[src/rtl/core/sii_pkg.sv]
// Shared types, constants and the operation sequence of the inertial integrator.
`default_nettype none

package sii_pkg;

	localparam int CORDIC_STEPS = 20;
	localparam int ITER_W       = 5;
	localparam int NUM_UOPS     = 34;
	localparam int PC_W         = 6;
	localparam int OPND_W       = 34;
	localparam int PROD_W       = 2 * OPND_W;
	localparam int SUM_W        = 72;
	localparam int VEL_W        = 40;
	localparam int POS_W        = 48;
	localparam int ANG_W        = 16;
	localparam int ACCEL_W      = 24;
	localparam int RATE_W       = 24;
	localparam int DT_W         = 24;
	localparam int SPLIT        = 20;
	localparam int CFG_IDX_W    = 2;
	localparam int S_DATA_W     = 3 * ACCEL_W + 3 * ANG_W + 3 * RATE_W;
	localparam int M_DATA_W     = 3 * POS_W + 3 * VEL_W + 3 * ANG_W + 3 * RATE_W;

	localparam logic signed [OPND_W-1:0]  Q30_GAIN      = 34'sd652032874;
	localparam logic [DT_W-1:0]           TIME_STEP_RST = 24'd167772;
	localparam logic signed [ACCEL_W-1:0] GRAVITY_RST   = -24'sd642908;

	localparam logic signed [SUM_W-1:0] V_HI = SUM_W'((64'sd1 <<< (VEL_W - 1)) - 64'sd1);
	localparam logic signed [SUM_W-1:0] V_LO = -V_HI - SUM_W'(1);
	localparam logic signed [SUM_W-1:0] P_HI = SUM_W'((64'sd1 <<< (POS_W - 1)) - 64'sd1);
	localparam logic signed [SUM_W-1:0] P_LO = -P_HI - SUM_W'(1);

	typedef enum logic [CFG_IDX_W-1:0] {
		REG_TIME_STEP = 2'd0,
		REG_GRAVITY   = 2'd1
	} cfg_reg_t;

	typedef enum logic [4:0] {
		OP_SPH, OP_CPH, OP_STH, OP_CTH, OP_SPS, OP_CPS,
		OP_AX, OP_AY, OP_AZ, OP_T, OP_U,
		OP_R00, OP_R01, OP_R02, OP_R10, OP_R11, OP_R12, OP_R20, OP_R21, OP_R22,
		OP_AN, OP_AE, OP_AD, OP_GRAV, OP_DT, OP_ONE,
		OP_VNL, OP_VNH, OP_VEL, OP_VEH, OP_VDL, OP_VDH
	} opnd_t;

	typedef enum logic [4:0] {
		D_NONE, D_T, D_U,
		D_R00, D_R01, D_R02, D_R10, D_R11, D_R12, D_R20, D_R21, D_R22,
		D_AN, D_AE, D_AD, D_VN, D_VE, D_VD, D_PN, D_PE, D_PU
	} dst_t;

	typedef enum logic [1:0] {
		SH_0,
		SH_24,
		SH_30
	} shift_t;

	typedef struct packed {
		opnd_t  a;
		opnd_t  b;
		logic   acc_en;
		logic   hi_split;
		shift_t sh;
		logic   neg;
		logic   dacc;
		dst_t   dst;
	} uop_t;

	typedef struct packed {
		logic              load;
		logic              clear;
		logic              cordic_step;
		logic [ITER_W-1:0] iter;
		logic              mul;
		logic              acc;
		logic              wr;
		uop_t              uop;
	} dp_cmd_t;

	function automatic logic signed [OPND_W-1:0] cordic_arc(input logic [ITER_W-1:0] i);
		logic signed [OPND_W-1:0] v;
		unique case (i)
			5'd0:    v = 34'sd536870912;
			5'd1:    v = 34'sd316933406;
			5'd2:    v = 34'sd167458907;
			5'd3:    v = 34'sd85004756;
			5'd4:    v = 34'sd42667331;
			5'd5:    v = 34'sd21354465;
			5'd6:    v = 34'sd10680862;
			5'd7:    v = 34'sd5340245;
			5'd8:    v = 34'sd2670163;
			5'd9:    v = 34'sd1335087;
			5'd10:   v = 34'sd667544;
			5'd11:   v = 34'sd333772;
			5'd12:   v = 34'sd166886;
			5'd13:   v = 34'sd83443;
			5'd14:   v = 34'sd41721;
			5'd15:   v = 34'sd20860;
			5'd16:   v = 34'sd10430;
			5'd17:   v = 34'sd5215;
			5'd18:   v = 34'sd2607;
			5'd19:   v = 34'sd1303;
			default: v = '0;
		endcase
		return v;
	endfunction

	function automatic uop_t mk(input opnd_t a, input opnd_t b, input logic acc_en,
			input logic hi_split, input shift_t sh, input logic neg, input logic dacc,
			input dst_t dst);
		uop_t u;
		u.a        = a;
		u.b        = b;
		u.acc_en   = acc_en;
		u.hi_split = hi_split;
		u.sh       = sh;
		u.neg      = neg;
		u.dacc     = dacc;
		u.dst      = dst;
		return u;
	endfunction

	function automatic uop_t uop_rom(input logic [PC_W-1:0] pc);
		uop_t u;
		unique case (pc)
			6'd0:    u = mk(OP_CPS, OP_STH, 1'b0, 1'b0, SH_30, 1'b0, 1'b0, D_T);
			6'd1:    u = mk(OP_SPS, OP_STH, 1'b0, 1'b0, SH_30, 1'b0, 1'b0, D_U);
			6'd2:    u = mk(OP_CPS, OP_CTH, 1'b0, 1'b0, SH_30, 1'b0, 1'b0, D_R00);
			6'd3:    u = mk(OP_SPS, OP_CPH, 1'b0, 1'b0, SH_30, 1'b1, 1'b0, D_R01);
			6'd4:    u = mk(OP_T,   OP_SPH, 1'b0, 1'b0, SH_30, 1'b0, 1'b1, D_R01);
			6'd5:    u = mk(OP_SPS, OP_SPH, 1'b0, 1'b0, SH_30, 1'b0, 1'b0, D_R02);
			6'd6:    u = mk(OP_T,   OP_CPH, 1'b0, 1'b0, SH_30, 1'b0, 1'b1, D_R02);
			6'd7:    u = mk(OP_SPS, OP_CTH, 1'b0, 1'b0, SH_30, 1'b0, 1'b0, D_R10);
			6'd8:    u = mk(OP_CPS, OP_CPH, 1'b0, 1'b0, SH_30, 1'b0, 1'b0, D_R11);
			6'd9:    u = mk(OP_U,   OP_SPH, 1'b0, 1'b0, SH_30, 1'b0, 1'b1, D_R11);
			6'd10:   u = mk(OP_CPS, OP_SPH, 1'b0, 1'b0, SH_30, 1'b1, 1'b0, D_R12);
			6'd11:   u = mk(OP_U,   OP_CPH, 1'b0, 1'b0, SH_30, 1'b0, 1'b1, D_R12);
			6'd12:   u = mk(OP_STH, OP_ONE, 1'b0, 1'b0, SH_0,  1'b1, 1'b0, D_R20);
			6'd13:   u = mk(OP_CTH, OP_SPH, 1'b0, 1'b0, SH_30, 1'b0, 1'b0, D_R21);
			6'd14:   u = mk(OP_CTH, OP_CPH, 1'b0, 1'b0, SH_30, 1'b0, 1'b0, D_R22);
			6'd15:   u = mk(OP_AX,  OP_R00, 1'b0, 1'b0, SH_0,  1'b0, 1'b0, D_NONE);
			6'd16:   u = mk(OP_AY,  OP_R01, 1'b1, 1'b0, SH_0,  1'b0, 1'b0, D_NONE);
			6'd17:   u = mk(OP_AZ,  OP_R02, 1'b1, 1'b0, SH_30, 1'b0, 1'b0, D_AN);
			6'd18:   u = mk(OP_AX,  OP_R10, 1'b0, 1'b0, SH_0,  1'b0, 1'b0, D_NONE);
			6'd19:   u = mk(OP_AY,  OP_R11, 1'b1, 1'b0, SH_0,  1'b0, 1'b0, D_NONE);
			6'd20:   u = mk(OP_AZ,  OP_R12, 1'b1, 1'b0, SH_30, 1'b0, 1'b0, D_AE);
			6'd21:   u = mk(OP_AX,  OP_R20, 1'b0, 1'b0, SH_0,  1'b0, 1'b0, D_NONE);
			6'd22:   u = mk(OP_AY,  OP_R21, 1'b1, 1'b0, SH_0,  1'b0, 1'b0, D_NONE);
			6'd23:   u = mk(OP_AZ,  OP_R22, 1'b1, 1'b0, SH_30, 1'b0, 1'b0, D_AD);
			6'd24:   u = mk(OP_GRAV, OP_ONE, 1'b0, 1'b0, SH_0, 1'b0, 1'b1, D_AD);
			6'd25:   u = mk(OP_AN,  OP_DT,  1'b0, 1'b0, SH_24, 1'b0, 1'b1, D_VN);
			6'd26:   u = mk(OP_AE,  OP_DT,  1'b0, 1'b0, SH_24, 1'b0, 1'b1, D_VE);
			6'd27:   u = mk(OP_AD,  OP_DT,  1'b0, 1'b0, SH_24, 1'b0, 1'b1, D_VD);
			6'd28:   u = mk(OP_VNL, OP_DT,  1'b0, 1'b0, SH_0,  1'b0, 1'b0, D_NONE);
			6'd29:   u = mk(OP_VNH, OP_DT,  1'b1, 1'b1, SH_24, 1'b0, 1'b1, D_PN);
			6'd30:   u = mk(OP_VEL, OP_DT,  1'b0, 1'b0, SH_0,  1'b0, 1'b0, D_NONE);
			6'd31:   u = mk(OP_VEH, OP_DT,  1'b1, 1'b1, SH_24, 1'b0, 1'b1, D_PE);
			6'd32:   u = mk(OP_VDL, OP_DT,  1'b0, 1'b0, SH_0,  1'b0, 1'b0, D_NONE);
			6'd33:   u = mk(OP_VDH, OP_DT,  1'b1, 1'b1, SH_24, 1'b1, 1'b1, D_PU);
			default: u = mk(OP_ONE, OP_ONE, 1'b0, 1'b0, SH_0,  1'b0, 1'b0, D_NONE);
		endcase
		return u;
	endfunction

endpackage

`default_nettype wire

[src/rtl/core/sii_ctrl.sv]
// Controller: sequences CORDIC iterations and datapath operations per sample.
`default_nettype none

module sii_ctrl import sii_pkg::*; (
	input  logic    clk,
	input  logic    arst_n,
	input  logic    in_valid,
	input  logic    in_cmd,
	output logic    in_ready,
	output logic    out_valid,
	input  logic    out_ready,
	output dp_cmd_t cmd
);

	typedef enum logic [5:0] {
		ST_IDLE   = 6'b000001,
		ST_CORDIC = 6'b000010,
		ST_MUL    = 6'b000100,
		ST_ACC    = 6'b001000,
		ST_WR     = 6'b010000,
		ST_OUT    = 6'b100000
	} state_t;

	localparam logic [ITER_W-1:0] ITER_LAST = ITER_W'(CORDIC_STEPS - 1);
	localparam logic [PC_W-1:0]   PC_LAST   = PC_W'(NUM_UOPS - 1);

	state_t            state_q, state_d;
	logic [ITER_W-1:0] iter_q;
	logic [PC_W-1:0]   pc_q;
	logic              accept;

	assign in_ready  = (state_q == ST_IDLE);
	assign out_valid = (state_q == ST_OUT);
	assign accept    = in_valid && in_ready;

	always_comb begin
		state_d = state_q;
		unique case (state_q)
			ST_IDLE:   if (accept) state_d = in_cmd ? ST_OUT : ST_CORDIC;
			ST_CORDIC: if (iter_q == ITER_LAST) state_d = ST_MUL;
			ST_MUL:    state_d = ST_ACC;
			ST_ACC:    state_d = ST_WR;
			ST_WR:     state_d = (pc_q == PC_LAST) ? ST_OUT : ST_MUL;
			ST_OUT:    if (out_ready) state_d = ST_IDLE;
			default:   state_d = ST_IDLE;
		endcase
	end

	always_ff @(posedge clk or negedge arst_n) begin
		if (!arst_n) begin
			state_q <= ST_IDLE;
			iter_q  <= '0;
			pc_q    <= '0;
		end else begin
			state_q <= state_d;
			if (accept) begin
				iter_q <= '0;
				pc_q   <= '0;
			end else begin
				if (state_q == ST_CORDIC) iter_q <= iter_q + ITER_W'(1);
				if (state_q == ST_WR) pc_q <= pc_q + PC_W'(1);
			end
		end
	end

	always_comb begin
		cmd.load        = accept;
		cmd.clear       = accept && in_cmd;
		cmd.cordic_step = (state_q == ST_CORDIC);
		cmd.iter        = iter_q;
		cmd.mul         = (state_q == ST_MUL);
		cmd.acc         = (state_q == ST_ACC);
		cmd.wr          = (state_q == ST_WR);
		cmd.uop         = uop_rom(pc_q);
	end

`ifndef NO_ASSERTIONS
	a_no_overlap: assert property (@(posedge clk) disable iff (!arst_n)
		!(in_ready && out_valid))
		else $error("input and output sides open together");
	a_clear_direct: assert property (@(posedge clk) disable iff (!arst_n)
		(accept && in_cmd) |=> (state_q == ST_OUT))
		else $error("clear did not go straight to output");
	a_start_cordic: assert property (@(posedge clk) disable iff (!arst_n)
		(accept && !in_cmd) |=> (state_q == ST_CORDIC && iter_q == '0))
		else $error("sample did not start CORDIC at iteration zero");
	a_last_op: assert property (@(posedge clk) disable iff (!arst_n)
		(state_q == ST_WR && pc_q == PC_LAST) |=> (state_q == ST_OUT))
		else $error("last operation did not present result");
	a_iter_range: assert property (@(posedge clk) disable iff (!arst_n)
		(state_q == ST_CORDIC) |-> (iter_q <= ITER_LAST))
		else $error("CORDIC iteration out of range");
`endif

endmodule

`default_nettype wire

[config.mk]
export PLATFORM = sky130hd
export DESIGN_NAME = sii_ctrl
export DESIGN_NICKNAME = d
export VERILOG_FILES = /design/src/rtl/core/sii_pkg.sv /design/src/rtl/core/sii_ctrl.sv
export SDC_FILE = /design/constraint.sdc
export NUM_CORES = 1
export LEC_CHECK = 0
export ABC_AREA = 0
export BUFFER_PORTS_ARGS = -buffer_cell sky130_fd_sc_hd__buf_2
export CAP_MARGIN = 10
export CELL_PAD_IN_SITES_DETAIL_PLACEMENT = 0
export CELL_PAD_IN_SITES_GLOBAL_PLACEMENT = 1
export CORE_ASPECT_RATIO = 0.7
export CORE_UTILIZATION = 41
export CTS_BUF_LIST = sky130_fd_sc_hd__clkbuf_8
export DETAILED_ROUTE_END_ITERATION = 8
export HOLD_SLACK_MARGIN = 0.02
export PLACE_DENSITY_LB_ADDON = 0.1
export SLEW_MARGIN = 20
export SYNTH_ARGS = -nofsm -noshare
export SYNTH_HDL_FRONTEND = slang
export SYNTH_SLANG_ARGS = --single-unit
[constraint.sdc]
create_clock -name clk -period 3 [get_ports clk]
set_clock_uncertainty 0.15 [all_clocks]
set_input_delay 0.15 -clock clk [delete_from_list [all_inputs] [get_ports clk]]
set_output_delay 0.15 -clock clk [all_outputs]
set_load 0.005 [all_outputs]
==> results.rst <==
.. list-table::
   :header-rows: 1

   * - Metric
     - Value
   * - CP max stage cell
     - a211oi_1
   * - Worst Path Max Fanout
     - 10
   * - Clock Tree Buf Depth
     - 2
   * - Simple-gate area share of the yosys netlist
     - 28.31%
   * - Slowest cell delay on critical path
     - 0.55 ns
   * - Clock-pin slew on the worst setup and hold paths
     - 0.06 ns
   * - Root buffer selected by CTS
     - clkbuf_8
   * - Post-Synth Adder-Cell Area
     - 9.292%
   * - Post-synth design cell area
     - 1750 sq um
   * - Worst endpoint required time
     - 2.70 ns
   * - Detailed-route wire length
     - 4555 um
   * - Number of placed I/O pins
     - 39
   * - Count of nets after finishing
     - 280
   * - Syn Area/Cell
     - 7.677 sq um
   * - Area delta synth->final
     - 16.80%
   * - Setup violations, final
     - 0
   * - Synthesized-area fraction occupied by xor and xnor cells
     - 5.004%
   * - Post-detailed-route via-to-cell ratio
     - 5.559
   * - Commonest non-fill, non-tap cell in the layout
     - buf_2
   * - Layout Cell Area excl Fill
     - 2044 sq um
   * - Transition time of the tightest slew-check pin
     - 0.6533 ns
   * - Detailed-routing iteration count for the pre-antenna-repair pass
     - 4
   * - Post-placement cell area
     - 1979 sq um
   * - Number of warnings issued by yosys
     - 0
   * - Post-layout util
     - 51.19%
   * - Global route total overflow
     - 0
   * - IR Drop Worst-Case VDD
     - 0.0003456 V
   * - Fraction of layout cells with a size suffix above 1
     - 22.22%
   * - RSZ-0062 raised after global routing
     - false
   * - Insertion delay of the later-clocked pin in the worst-skew pair
     - 0.25 ns
   * - Number of nets still failing antenna checks after routing
     - 0
   * - HP Class
     - primary input to flop
   * - H-tree levels
     - 1
   * - Number of nets in the synthesized netlist
     - 246
   * - Sum of negative setup slack
     - 0 ns
   * - Main combinational cell family by area after synthesis
     - simple AND/OR/NAND/NOR gates
   * - FMAX
     - 0.3633 GHz
   * - Run status
     - complete, no violations
   * - Worst endpoint data arrival time
     - 2.45 ns
   * - Y dimension of the die
     - 56.67 um
   * - Pin count of the biggest net entering global routing
     - 24
   * - Kind of end point of the critical path
     - output pin
   * - Die footprint
     - 4539 sq um
   * - Violation count after the first detailed-route iteration
     - 177
   * - Number of antenna repair diodes
     - 0
   * - Seq/Total Area, Yosys
     - 24.37%
   * - Prevailing post-synth register cell
     - dfrtp_1
   * - Number of max-slew violations in the final report
     - 0
   * - Routability-driven placement congestion ratio
     - 0.8402
   * - Die Width
     - 80.10 um
   * - Via count of the first global-routing pass
     - 1486
   * - Cell row count
     - 19
   * - Number of unique standard cell types used by synthesis
     - 51
   * - Count of unresolved DRC violations after routing
     - 0
   * - Detailed-route via count
     - 1740
   * - Initial antenna violation count
     - 0
   * - Initial standard-cell utilization of the core
     - 43.83%
   * - Multiplexer fraction of the synthesized cell area
     - 1.787%
   * - Instance count of the mapped netlist
     - 228
   * - TritonCTS Buffers
     - 3
   * - Wire per inst
     - 14.55 um
   * - Crit path kind
     - flop to output pin
   * - Tmin final
     - 2.752 ns
   * - Crit path launch type
     - flop
   * - CTS Sinks
     - 17
   * - LEAKAGE
     - 0.9761 nW
   * - TritonCTS clock tree
     - yes
   * - EDFF count, synth
     - 0
   * - Global Route Usage Sum
     - 21.08%
   * - Final period utilization
     - 91.74%
   * - Hpwl dp
     - 3451 um
   * - # fillers
     - 421
   * - Wire length of the first global-routing pass
     - 7396 um
   * - Share of synthesized flip-flops with an asynchronous set or reset
     - 100.0%
   * - Number of flip-flops and latches in the synthesized netlist
     - 17
   * - Worst rel slew slack
     - 56.45%
   * - I/O Buffers
     - 38
   * - Final hold viol count
     - 0
   * - Core region area
     - 3994 sq um
   * - Cells along the critical path
     - inv_1, ha_1, a211oi_1, o21ai_0, a22o_1, buf_2
   * - Max-cap check violation count
     - 0
   * - PD cells
     - 432.7 nW/um^2
   * - Compound-cell area share of the yosys netlist
     - 23.66%
   * - Most used cells in the layout excluding fill and tap cells
     - buf_2, nor2_1, nand2_1
==> cell families (layout without fill, tap and decap cells) <==
| group | count (synthesis) | count (layout) |
|---|---|---|
| simple gates | 95 | 95 |
| compound gates | 60 | 60 |
| buf+inv | 30 | 63 |
| flops | 17 | 17 |
| fa+ha+maj | 13 | 13 |
| xor+xnor | 10 | 10 |
| mux | 3 | 3 |
==> worst paths after layout <==
kind / from / to / slack (ns) / depth (start not counted)
setup / recovery: pc_q[1]$_DFFE_PN0P_ / cmd[18] / 0.25 / 6
hold / removal: out_ready / state_q[5]$_DFFE_PN0P_ / 0.05 / 3
setup reg to reg: pc_q[3]$_DFFE_PN0P_ / state_q[5]$_DFFE_PN0P_ / 0.81 / 4
hold reg to reg: state_q[5]$_DFFE_PN0P_ / state_q[3]$_DFFE_PN0P_ / 0.40 / 1
max in group asynchronous: arst_n / state_q[0]$_DFFE_PN1P_ / 2.19 / 2
min in group asynchronous: arst_n / state_q[3]$_DFFE_PN0P_ / 0.19 / 2
==> worst max-delay path: cells and delay by family (launching register included) <==
kind | cells | cell delay (ns)
compound gates | 3 | 0.96
fa+ha+maj | 1 | 0.39
flops | 1 | 0.54
buf+inv | 2 | 0.30
==> layer usage <==
layer	GRT usage [%]	wire length [um]
met4	2.551	19
met3	3.902	290
met1	36.43	2597
met2	26.13	1647
met5	0	0
==> stage by stage <==
step / power, W / hold slack, ns / setup WS, ns / cells
CTS: 0.0008916 / 0.05072 / 0.2727 / 313
global placement: 0.0007150 / -0.04767 / 0.6248 / 307
detailed placement: 0.0007147 / -0.04777 / 0.5570 / 307
floorplan: 0.0005940 / -0.2956 / 0.7467 / 228
global route: 0.0009591 / 0.07447 / 0.01920 / 313
finish: 0.0008847 / 0.05484 / 0.2477 / 313
==> cells in the mapped netlist (all sizes together) (2+ instances only) <==
cell	n	area, sq um
nor2	23	86.33
nand2	22	82.58
dfrtp	16	400.4
o21ai	16	80.07
ha	13	162.7
nand3	13	65.06
clkbuf	10	37.54
inv	10	37.53
buf	9	48.79
a21oi	8	40.04
nand2b	8	50.05
xor2	7	61.31
nor3b	6	45.04
a211oi	5	37.54
a221oi	4	35.03
nor2b	4	25.02
nor3	4	20.02
a22o	3	26.28
and2	3	18.77
nand4	3	18.77
nor4	3	37.54
o211ai	3	22.52
o21bai	3	22.52
o31ai	3	22.52
xnor2	3	26.28
a21o	2	15.01
mux2i	2	20.02
o22ai	2	12.51
o31a	2	17.52
or4	2	15.01
==> power by group <==
group          internal [W]  leakage, nW  switching [W]
combinational      0.000166        0.717       0.000233
sequential         0.000272        0.232      0.0000464
clock             0.0000909       0.0269      0.0000770
total              0.000529        0.976       0.000356
==> sequential cells by signal, summed over array words and instances, names as in the netlist <==
register / cells
iter_q: 5
pc_q: 6
state_q: 6
==> layout make-up <==
type,instances,area (sq um),share of cell area [%]
multi-input cells,181,1191,58.26
flip-flops and latches,17,426.7,20.87
repair buffers,48,270.3,13.22
well taps,52,65.06,3.182
inverters,11,46.29,2.264
clock buffers,3,41.29,2.020
clock inverters,1,3.754,0.1836
==> repair_timing <==
item	4_1_cts	5_1_grt
gates resized for setup	0	0
hold buffers	2	0
endpoints found under the hold margin	18	0
buffers inserted	0	0
Note: power is estimated with default switching activity, not from simulation.
